## src/rtl/slt_pkg.sv

```systemverilog
// Shared types and constants for the sorted list table.
package slt_pkg;

  // Table geometry
  localparam int DEPTH   = 64;
  localparam int ADDR_W  = $clog2(DEPTH);
  localparam int CNT_W   = $clog2(DEPTH + 1);

  // Field widths of the words on the ports
  localparam int DATA_W  = 32;
  localparam int INDEX_W = 6;
  localparam int COUNT_W = 7;

  // Common width for comparing a requested index against the fill count
  localparam int IXC_W   = (CNT_W > INDEX_W) ? CNT_W : INDEX_W;

  typedef enum logic [1:0] {
    CMD_INSERT = 2'd0,
    CMD_REMOVE = 2'd1,
    CMD_FIND   = 2'd2,
    CMD_READ   = 2'd3
  } cmd_t;

  typedef enum logic [1:0] {
    ST_IDLE,
    ST_SCAN,
    ST_PUT,
    ST_RESP
  } state_t;

  typedef struct packed {
    cmd_t                      command;
    logic signed [DATA_W-1:0]  value;
    logic [INDEX_W-1:0]        index;
  } req_word_t;

  typedef struct packed {
    logic                      ok;
    logic signed [DATA_W-1:0]  value_out;
    logic [COUNT_W-1:0]        count;
  } rsp_word_t;

  // One write port and one read port into the entry memory
  typedef struct packed {
    logic                      we;
    logic [ADDR_W-1:0]         waddr;
    logic [DATA_W-1:0]         wdata;
    logic [ADDR_W-1:0]         raddr;
  } mem_req_t;

endpackage

```

## src/rtl/sorted_list_table.sv

```systemverilog
// Top level of the sorted list table: sequencer, entry memory and response register.
//
// Holds up to DEPTH signed 32-bit values in ascending order in one RAM with one
// write and one registered read port. One command is worked at a time, and each
// gives one response word carrying the fill count after the command. Insert
// walks down from the last entry, moving each entry that is not less than the
// new value up one place. Remove walks the whole table once and closes the gap
// as it goes; find stops at the first match; read at index reads one entry. An
// insert into a full table, a remove or find on an empty table and an
// out-of-range read answer without a walk, and an insert into an empty table
// writes the first entry directly. The walk length is set by the single RAM
// read port, one entry per cycle. A response word may wait in the output
// register while the next command is taken. Memory contents need no clearing
// after reset.
module sorted_list_table (
  input  logic                clk,
  input  logic                rst,
  input  slt_pkg::req_word_t  req,
  input  logic                req_valid,
  output logic                req_ready,
  output slt_pkg::rsp_word_t  rsp,
  output logic                rsp_valid,
  input  logic                rsp_ready
);

  import slt_pkg::*;

  mem_req_t           mem;
  logic [DATA_W-1:0]  rdata;
  rsp_word_t          res;
  logic               res_valid;
  logic               res_free;

  assign res_free = !rsp_valid || rsp_ready;

  slt_seq u_seq (
    .clk       (clk),
    .rst       (rst),
    .req       (req),
    .req_valid (req_valid),
    .req_ready (req_ready),
    .mem       (mem),
    .rdata     (rdata),
    .res       (res),
    .res_valid (res_valid),
    .res_free  (res_free)
  );

  slt_ram #(
    .DEPTH_P (DEPTH),
    .WIDTH_P (DATA_W)
  ) u_ram (
    .clk   (clk),
    .we    (mem.we),
    .waddr (mem.waddr),
    .wdata (mem.wdata),
    .raddr (mem.raddr),
    .rdata (rdata)
  );

  // Response register
  always_ff @(posedge clk) begin
    if (rst) begin
      rsp_valid <= 1'b0;
    end else if (res_valid) begin
      rsp_valid <= 1'b1;
    end else if (rsp_ready) begin
      rsp_valid <= 1'b0;
    end
  end

  always_ff @(posedge clk) begin
    if (res_valid) begin
      rsp <= res;
    end
  end

endmodule

```

## src/rtl/slt_ram.sv

```systemverilog
// Simple dual-port RAM: one write port, one registered read port.
module slt_ram #(
  parameter int DEPTH_P = 64,
  parameter int WIDTH_P = 32
) (
  input  logic                       clk,
  input  logic                       we,
  input  logic [$clog2(DEPTH_P)-1:0] waddr,
  input  logic [WIDTH_P-1:0]         wdata,
  input  logic [$clog2(DEPTH_P)-1:0] raddr,
  output logic [WIDTH_P-1:0]         rdata
);

  logic [WIDTH_P-1:0] mem [DEPTH_P];

  // Write port
  always_ff @(posedge clk) begin
    if (we) begin
      mem[waddr] <= wdata;
    end
  end

  // Read port, registered
  always_ff @(posedge clk) begin
    rdata <= mem[raddr];
  end

endmodule

```

## src/rtl/slt_seq.sv

```systemverilog
// Command sequencer: walks the entry memory one address per cycle and shifts entries.
module slt_seq (
  input  logic                       clk,
  input  logic                       rst,
  input  slt_pkg::req_word_t         req,
  input  logic                       req_valid,
  output logic                       req_ready,
  output slt_pkg::mem_req_t          mem,
  input  logic [slt_pkg::DATA_W-1:0] rdata,
  output slt_pkg::rsp_word_t         res,
  output logic                       res_valid,
  input  logic                       res_free
);

  import slt_pkg::*;

  // Control state
  state_t             state, state_next;
  logic [CNT_W-1:0]   count, count_next;
  logic               more;     // reads still to issue
  logic               dvalid;   // read data arrives this cycle
  logic               found;    // remove: match already seen

  // Held command and scan pointers
  cmd_t                      cmd;
  logic signed [DATA_W-1:0]  val;
  logic [ADDR_W-1:0]         iptr;
  logic [ADDR_W-1:0]         daddr;
  logic                      res_ok;
  logic [DATA_W-1:0]         res_val;

  // Decisions
  logic [ADDR_W-1:0]  last;
  logic               addr_end;
  logic               hit;
  logic               not_less;
  logic               at_last;
  logic               idx_ok;
  logic               accept;
  state_t             start_state;
  logic [ADDR_W-1:0]  start_ptr;
  logic               scan_done;
  logic               scan_ok;
  logic [DATA_W-1:0]  scan_val;
  logic               to_put;
  logic               cnt_up;
  logic               cnt_dn;
  logic               wr_en;
  logic [ADDR_W-1:0]  wr_addr;
  logic [DATA_W-1:0]  wr_data;

  assign last     = ADDR_W'(count - CNT_W'(1));
  assign hit      = (rdata == $unsigned(val));
  assign not_less = ($signed(rdata) >= val);
  assign at_last  = (daddr == last);
  assign idx_ok   = (IXC_W'(req.index) < IXC_W'(count));
  assign accept   = req_valid && req_ready;

  // Last read of the walk: insert walks down, remove and find walk up, read issues a single read
  always_comb begin
    case (cmd)
      CMD_INSERT: addr_end = (iptr == '0);
      CMD_READ:   addr_end = 1'b1;
      default:    addr_end = (iptr == last);
    endcase
  end

  // Where a new command starts
  always_comb begin
    start_state = ST_SCAN;
    start_ptr   = '0;
    unique case (req.command)
      CMD_INSERT: begin
        start_ptr = last;
        if (count == CNT_W'(DEPTH)) begin
          start_state = ST_RESP;
        end else if (count == '0) begin
          start_state = ST_PUT;
        end
      end
      CMD_REMOVE, CMD_FIND: begin
        if (count == '0) begin
          start_state = ST_RESP;
        end
      end
      CMD_READ: begin
        start_ptr = ADDR_W'(req.index);
        if (!idx_ok) begin
          start_state = ST_RESP;
        end
      end
    endcase
  end

  // Handle one word of read data during the walk, or the single write in ST_PUT
  always_comb begin
    scan_done = 1'b0;
    scan_ok   = 1'b0;
    scan_val  = '0;
    to_put    = 1'b0;
    cnt_up    = 1'b0;
    cnt_dn    = 1'b0;
    wr_en     = 1'b0;
    wr_addr   = daddr + ADDR_W'(1);
    wr_data   = rdata;
    if (state == ST_SCAN && dvalid) begin
      case (cmd)
        CMD_INSERT: begin
          // entries not less than the value move up one place
          wr_en = 1'b1;
          if (not_less) begin
            to_put = (daddr == '0);
          end else begin
            wr_data   = $unsigned(val);
            scan_done = 1'b1;
            scan_ok   = 1'b1;
            cnt_up    = 1'b1;
          end
        end
        CMD_REMOVE: begin
          // entries after the match move down one place
          if (found) begin
            wr_en   = 1'b1;
            wr_addr = daddr - ADDR_W'(1);
          end
          if (at_last) begin
            scan_done = 1'b1;
            scan_ok   = found || hit;
            cnt_dn    = found || hit;
          end
        end
        CMD_FIND: begin
          if (hit) begin
            scan_done = 1'b1;
            scan_ok   = 1'b1;
            scan_val  = rdata;
          end else if (at_last) begin
            scan_done = 1'b1;
          end
        end
        CMD_READ: begin
          scan_done = 1'b1;
          scan_ok   = 1'b1;
          scan_val  = rdata;
        end
      endcase
    end else if (state == ST_PUT) begin
      wr_en   = 1'b1;
      wr_addr = '0;
      wr_data = $unsigned(val);
      cnt_up  = 1'b1;
    end
  end

  // Next state
  always_comb begin
    state_next = state;
    unique case (state)
      ST_IDLE: begin
        if (req_valid) begin
          state_next = start_state;
        end
      end
      ST_SCAN: begin
        if (scan_done) begin
          state_next = ST_RESP;
        end else if (to_put) begin
          state_next = ST_PUT;
        end
      end
      ST_PUT: begin
        state_next = ST_RESP;
      end
      ST_RESP: begin
        if (res_free) begin
          state_next = ST_IDLE;
        end
      end
    endcase
  end

  // Outputs
  always_comb begin
    req_ready     = (state == ST_IDLE);
    res_valid     = (state == ST_RESP) && res_free;
    res.ok        = res_ok;
    res.value_out = $signed(res_val);
    res.count     = COUNT_W'(count);
    mem.we        = wr_en;
    mem.waddr     = wr_addr;
    mem.wdata     = wr_data;
    mem.raddr     = iptr;
  end

  always_comb begin
    count_next = count;
    if (cnt_up) begin
      count_next = count + CNT_W'(1);
    end else if (cnt_dn) begin
      count_next = count - CNT_W'(1);
    end
  end

  // Control registers
  always_ff @(posedge clk) begin
    if (rst) begin
      state  <= ST_IDLE;
      count  <= '0;
      more   <= 1'b0;
      dvalid <= 1'b0;
      found  <= 1'b0;
    end else begin
      state <= state_next;
      count <= count_next;
      if (accept) begin
        more   <= (start_state == ST_SCAN);
        dvalid <= 1'b0;
        found  <= 1'b0;
      end else if (state == ST_SCAN) begin
        if (scan_done || to_put) begin
          more   <= 1'b0;
          dvalid <= 1'b0;
        end else begin
          dvalid <= more;
          if (more) begin
            more <= !addr_end;
          end
          if (dvalid && cmd == CMD_REMOVE && hit) begin
            found <= 1'b1;
          end
        end
      end
    end
  end

  // Command and pointer registers
  always_ff @(posedge clk) begin
    if (accept) begin
      cmd     <= req.command;
      val     <= req.value;
      iptr    <= start_ptr;
      res_ok  <= 1'b0;
      res_val <= '0;
    end else if (state == ST_SCAN) begin
      daddr <= iptr;
      if (more) begin
        iptr <= (cmd == CMD_INSERT) ? iptr - ADDR_W'(1) : iptr + ADDR_W'(1);
      end
      if (scan_done) begin
        res_ok  <= scan_ok;
        res_val <= scan_val;
      end
    end else if (state == ST_PUT) begin
      res_ok  <= 1'b1;
      res_val <= '0;
    end
  end

endmodule

```

## config.mk

```make
export PLATFORM = sky130hd
export DESIGN_NAME = sorted_list_table
export DESIGN_NICKNAME = d
export VERILOG_FILES = /design/src/rtl/slt_pkg.sv /design/src/rtl/sorted_list_table.sv /design/src/rtl/slt_ram.sv /design/src/rtl/slt_seq.sv
export SDC_FILE = /design/constraint.sdc
export NUM_CORES = 2
export LEC_CHECK = 0
export BUFFER_PORTS_ARGS = -buffer_cell sky130_fd_sc_hd__buf_4
export CAP_MARGIN = 0
export CORE_ASPECT_RATIO = 2
export CORE_MARGIN = 3
export CORE_UTILIZATION = 40
export DETAILED_ROUTE_END_ITERATION = 8
export SLEW_MARGIN = 20
export SYNTH_ARGS = -nofsm -noshare
export SYNTH_HDL_FRONTEND = slang
export SYNTH_HIERARCHICAL = 1
export SYNTH_SLANG_ARGS = --single-unit
```

## constraint.sdc

```tcl
create_clock -name clk -period 8.2 [get_ports clk]
set_input_delay 0.41 -clock clk [delete_from_list [all_inputs] [get_ports clk]]
set_output_delay 0.41 -clock clk [all_outputs]
set_load 0.05 [all_outputs]
```

# After elaboration in Yosys (flattened, before gate mapping)
# Memory sizes are Yosys's and may differ from the RTL's. A register that Yosys moved wholly into a read port is not among the register bits.
# Index checks and enable logic that the tools add are counted.
# Widths: inputs -> output; s select.
classes:
  magnitude_cmp: 2
  mux: 64
  n_addsub: 6
  n_eq_ne: 18
  reduce_logical: 28
  bitwise_logic: 2
ops:
  columns: ["operator", "count"]
  rows:
  - ["$mux 32", 9]
  - ["$pmux 32 s2", 1]
  - ["$mux 6", 8]
  - ["$eq 32x32->1", 1]
  - ["$ge 32x32->1", 1]
  - ["$mux 1", 29]
  - ["$mux 2", 8]
  - ["$mux 7", 2]
  - ["$add 6x1->6 const B", 2]
  - ["$eq 2x2->1 const B", 6]
  - ["$eq 6x6->1", 2]
  - ["$logic_not 6->1", 2]
  - ["$pmux 6 s2", 1]
  - ["$sub 6x1->6 const B", 2]
  - ["$reduce_bool 2->1", 5]
  - ["$eq 2x1->1 const B", 4]
  - ["$pmux 1 s4", 2]
  - ["$pmux 2 s4", 1]
  - ["$add 7x1->7 const B", 1]
  - ["$eq 7x7->1 const B", 1]
  - ["$logic_not 7->1", 1]
  - ["$lt 6x7->1", 1]
  - ["$sub 7x1->7 const B", 1]
  - ["$logic_not 2->1", 3]
  - ["other kinds (12)", 26]
totals:
  output_inout_bits: 42
  memories: 1
  word_cells: 136
  mem_bits_rw: 2048
  ff_bits: 132
  in_bits: 44
memory_table:
  columns: ["name", "words", "width", "rd", "rd_ports_with_merged_regs", "write_ports", "line", "source"]
  rows:
  - ["u_ram.mem", 64, 32, 1, 1, 1, "slt_ram.sv:14", "logic [WIDTH_P-1:0] mem [DEPTH_P];"]

# Depth between registers and ports, before layout
logic_depth:
  word_depth: 10
  ltp_mapped: 12

# Cells and area by module
# The synthesis kept the hierarchy.
modules_own_cells:
  columns: ["module", "cells_per_inst", "area_each_um2", "instances"]
  rows:
  - ["slt_ram", 3324, 78512.8, 1]
  - ["slt_seq", 633, 5906.9, 1]
  - ["sorted_list_table", 44, 1247.4, 1]

# Worst setup path before layout
# Ideal clock, no wire load.
synth_path:
  path_kind: "reg2reg"
  startpoint: "register u_seq.val[13]"
  endpoint: "memory u_ram.mem[0][10] (data pin)"
  t_arrival_ps: 4785
  n_path_buf: 2
  path_stages_with_launch: 12
  slack_ps: 2713
  required_time_ps: 7498
  setup_time_ps: 702
  period_less_slack_ps: 5487
  path_cell_list: "edfxtp_1 inv_1 ha_1 a21o_1 a21o_1 a22oi_1 nor4b_1 o22ai_4 o31a_4 buf_6 clkbuf_1 o21ai_0"
synth_rtl:
  columns: ["item", "line", "source"]
  rows:
  - ["start: declaration", "slt_seq.sv:26", "logic signed [DATA_W-1:0] val;"]
  - ["start signal: assignment", "slt_seq.sv:240", "val <= req.value;"]
  - ["end: declaration", "slt_ram.sv:14", null]

==> flow_summary.toml <==
[grt]
antenna_found_initial = 5
grt_pass1_wl_um = 324100
track_usage_pct = 20.56
grt_pass1_vias = 43403
grt_max_degree = 110
grt-ovfl-total = 0

[floorplanning]
dieArea_mm2 = 0.2201
core_area_mm2 = 0.2123
io_pins = 86
chipHeight_um = 660.5
initial_core_util_pct = 40.35
die_w_um = 333.2
rows = 239

[yosys]
muxShareOfSynthArea_pct = 15.86
synthSimpleGateAreaFrac_pct = 2.281
seq_area_frac_synth_pct = 76.63
ys_ff_latch = 2212
netlist_area_mm2 = 0.08567
synth_compound_area_share_pct = 2.511
synth_top_family_by_area = "multiplexers"
synthArstFlopShare_pct = 0
synth_edf_count = 2134
syn_area_per_cell_um2 = 21.41
ys_warn_count = 6
synthAdderAreaFrac_pct = 0.8559
synth_fp_nets = 4103
synth_cell_types = 72
synthCells = 4001
synth-main-ff-cell = "edfxtp_1"
synth_xor_area_share_pct = 0.3345

[setup_path]
crit_fanout = 18
r2r_start = "u_seq/state[1]$_SDFFE_PP0P_"
reg2reg_to = "u_ram/mem[47][4]$_DFFE_PP_"
arrival_ps = 5380
worstPathRequired_ps = 8680
reg2reg_depth = 8
crit_start = "u_seq/state[1]$_SDFFE_PP0P_"
critPathLaunchType = "flop"
regToRegSetupSlack_ps = 3310
cp-end-kind = "flop"
crit_type = "reg -> reg"

[power_and_ir_drop]
netSwitchingPower_w = 0.01175
peakVddDrop_v = 0.0002442
combPwrFrac_pct = 31.7
power.density_mw_per_mm2 = 363.9
leakagePower_nw = 30.29
finalPower_w = 0.03525
p_int_w = 0.02350
p_clk_share_pct = 24.4
pwr-share-seq_pct = 43.9
p_sw_share_pct = 33.35

[clocking]
h-tree-depth = 4
cts_buffers = 182
post_cts_buffers = 0
clk_path_buf_depth = 4
clock_latency_ps = 830
cts.sinks = 2212
clk_pin_slew_ps = 70
root_buffer = "clkbuf_16"
cts_tree = "done"

[finish]
final_area_mm2 = 0.09686
syn2layout_area_growth_pct = 13.07
layout-drive-gt1-share_pct = 26.24
layout_common_cells = "2134 x edfxtp_1, 544 x mux4_2, 223 x buf_4"
layout_commonest_cell = "edfxtp_1"
finalNonFillerCells = 7163
nets = 4345

[sta]
fin_crit_sh_pct = 59.67
setup_tns_ps = 0
hold_viol = 0
worst_pin_slew_ps = 1068
drv_slew = 0
finalSetupViolCount = 0
period_minus_slack_ps = 4893
max_freq_ghz = 0.2044
worst_slack_ps = 3307
relSlewSlack_pct = 28.56
fin_skew_ps = 37.47
rsz0062_at_grt = "no"

[run_status]
status = "finished clean"

[placed_design]
portBuffers = 85
dp_cells = 6789
place_congestion = 0.8778
placedInstanceArea_mm2 = 0.09071
place_hpwl_um = 133300
dp_slack_ps = 3346

[detailed_routing]
viasPerCell = 5.766
drc = 0
ant_nets = 0
routed_wl_um = 226400
num_vias = 41302
wl_per_cell_um = 31.61
drt_iter0_markers = 4006
first_pass_iters = 7

[worst_hold_path]
hold_end = "u_seq/iptr[3]$_DFFE_PP_"
hold_class = "in -> reg"
hp-start = "req[3]"
hold_depth = 3

[run]
maxCapViolCount = 0
==> synth_stat cells (all sizes together) (3+ instances only) <==
library cell	instances	share of area, %
edfxtp	2134	75
o221ai	27	0.28
o22ai	96	0.72
a41oi	4	0.041
nand3	15	0.088
nor3	20	0.15
o32ai	4	0.041
nand2	145	0.64
mux2i	129	1.5
xnor2	13	0.13
or3b	5	0.051
or3	4	0.029
clkbuf	97	0.43
or2	4	0.029
a31oi	9	0.073
mux2	4	0.053
a21o	11	0.096
and3	10	0.073
ha	57	0.83
nand4	11	0.080
nand3b	5	0.044
a22oi	19	0.17
o211ai	3	0.026
buf	116	0.85
and2	5	0.037
dfxtp	78	1.8
nor2	156	0.69
a311oi	8	0.082
a41o	4	0.047
xor2	12	0.12
mux4	544	14
nor2b	19	0.14
xnor3	3	0.079
o21ai	42	0.25
inv	59	0.26
nand2b	15	0.12
a21oi	89	0.53
==> critical path, stage by stage, from the launching register on <==
cell	delay (ps)
dfxtp_1	340
inv_1	110
ha_1	600
and2_1	390
nand3_1	170
o22ai_1	630
nand4_1	890
nor2_4	940
buf_4	440
==> how the worst max path moves through the flow <==
stage,slack (ps),to
finish,3310,u_ram/mem[47][4]$_DFFE_PP_
global route,3000,u_ram/mem[47][4]$_DFFE_PP_
CTS,3320,u_ram/mem[47][4]$_DFFE_PP_
detailed placement,3350,u_ram/mem[47][4]$_DFFE_PP_
global placement,3520,u_ram/mem[4][0]$_DFFE_PP_
floorplan,2710,u_ram/mem[0][10]$_DFFE_PP_
==> cells by family after synthesis <==
group | after synthesis
AO/OA/AOI/OAI | 329
XOR/XNOR | 28
adder cells (fa/ha/maj) | 58
buffers and inverters | 272
flip-flops | 2212
multiplexers | 677
AND/OR/NAND/NOR | 425
==> power by group through the flow <==
stage	Clock (W)	Combinational, W	Sequential, W
2_1_floorplan	0	0.00661	0.0161
3_3_place_gp	0	0.0111	0.0157
3_5_place_dp	0	0.0113	0.0157
4_1_cts	0.00880	0.0113	0.0155
5_1_grt	0.00919	0.0118	0.0155
6_report	0.00861	0.0112	0.0155
==> through the flow <==
stage / hold WS (ps) / utilization [%]
finish: 95.40 / 45.62
global route: 98.51 / 45.62
CTS: 45.08 / 45.61
detailed placement: 413.3 / 42.73
global placement: 414.0 / 42.70
floorplan: 406.4 / -
==> routing by layer <==
layer	track usage (%)	vias to the layer above	part of all wire, %
met5	0	-	0.0057
met4	9.957	2	5.6
met3	2.176	430	4.5
met2	38.72	1385	55
met1	23.10	22386	35
li1	-	17099	-
==> registers in the layout (all words and copies together) (netlist names) <==
register,count
u_ram/mem,2048
rsp,40
u_ram/rdata,32
u_seq/res_val,32
u_seq/val,32
u_seq/count,7
u_seq/daddr,6
u_seq/iptr,6
u_seq/cmd,2
u_seq/state,2
rsp_valid,1
u_seq/dvalid,1
u_seq/found,1
u_seq/more,1
u_seq/res_ok,1
==> cell type report <==
type,count,area [um^2]
timing repair buffer,271,2232
tap,2771,3467
clock inverter,93,873.3
antenna,10,25.02
multi-input combinational,1517,19570
sequential,2212,65640
clock buffer,230,4837
inverter,59,221.5
fill,17658,115500
==> repair_timing <==
action | 4_1_cts | 5_1_grt
endpoints found under the hold margin | 47 | 0
hold buffers | 41 | 0
gates resized for setup | 0 | 0
No activity file was read; power rests on OpenSTA's default activity.
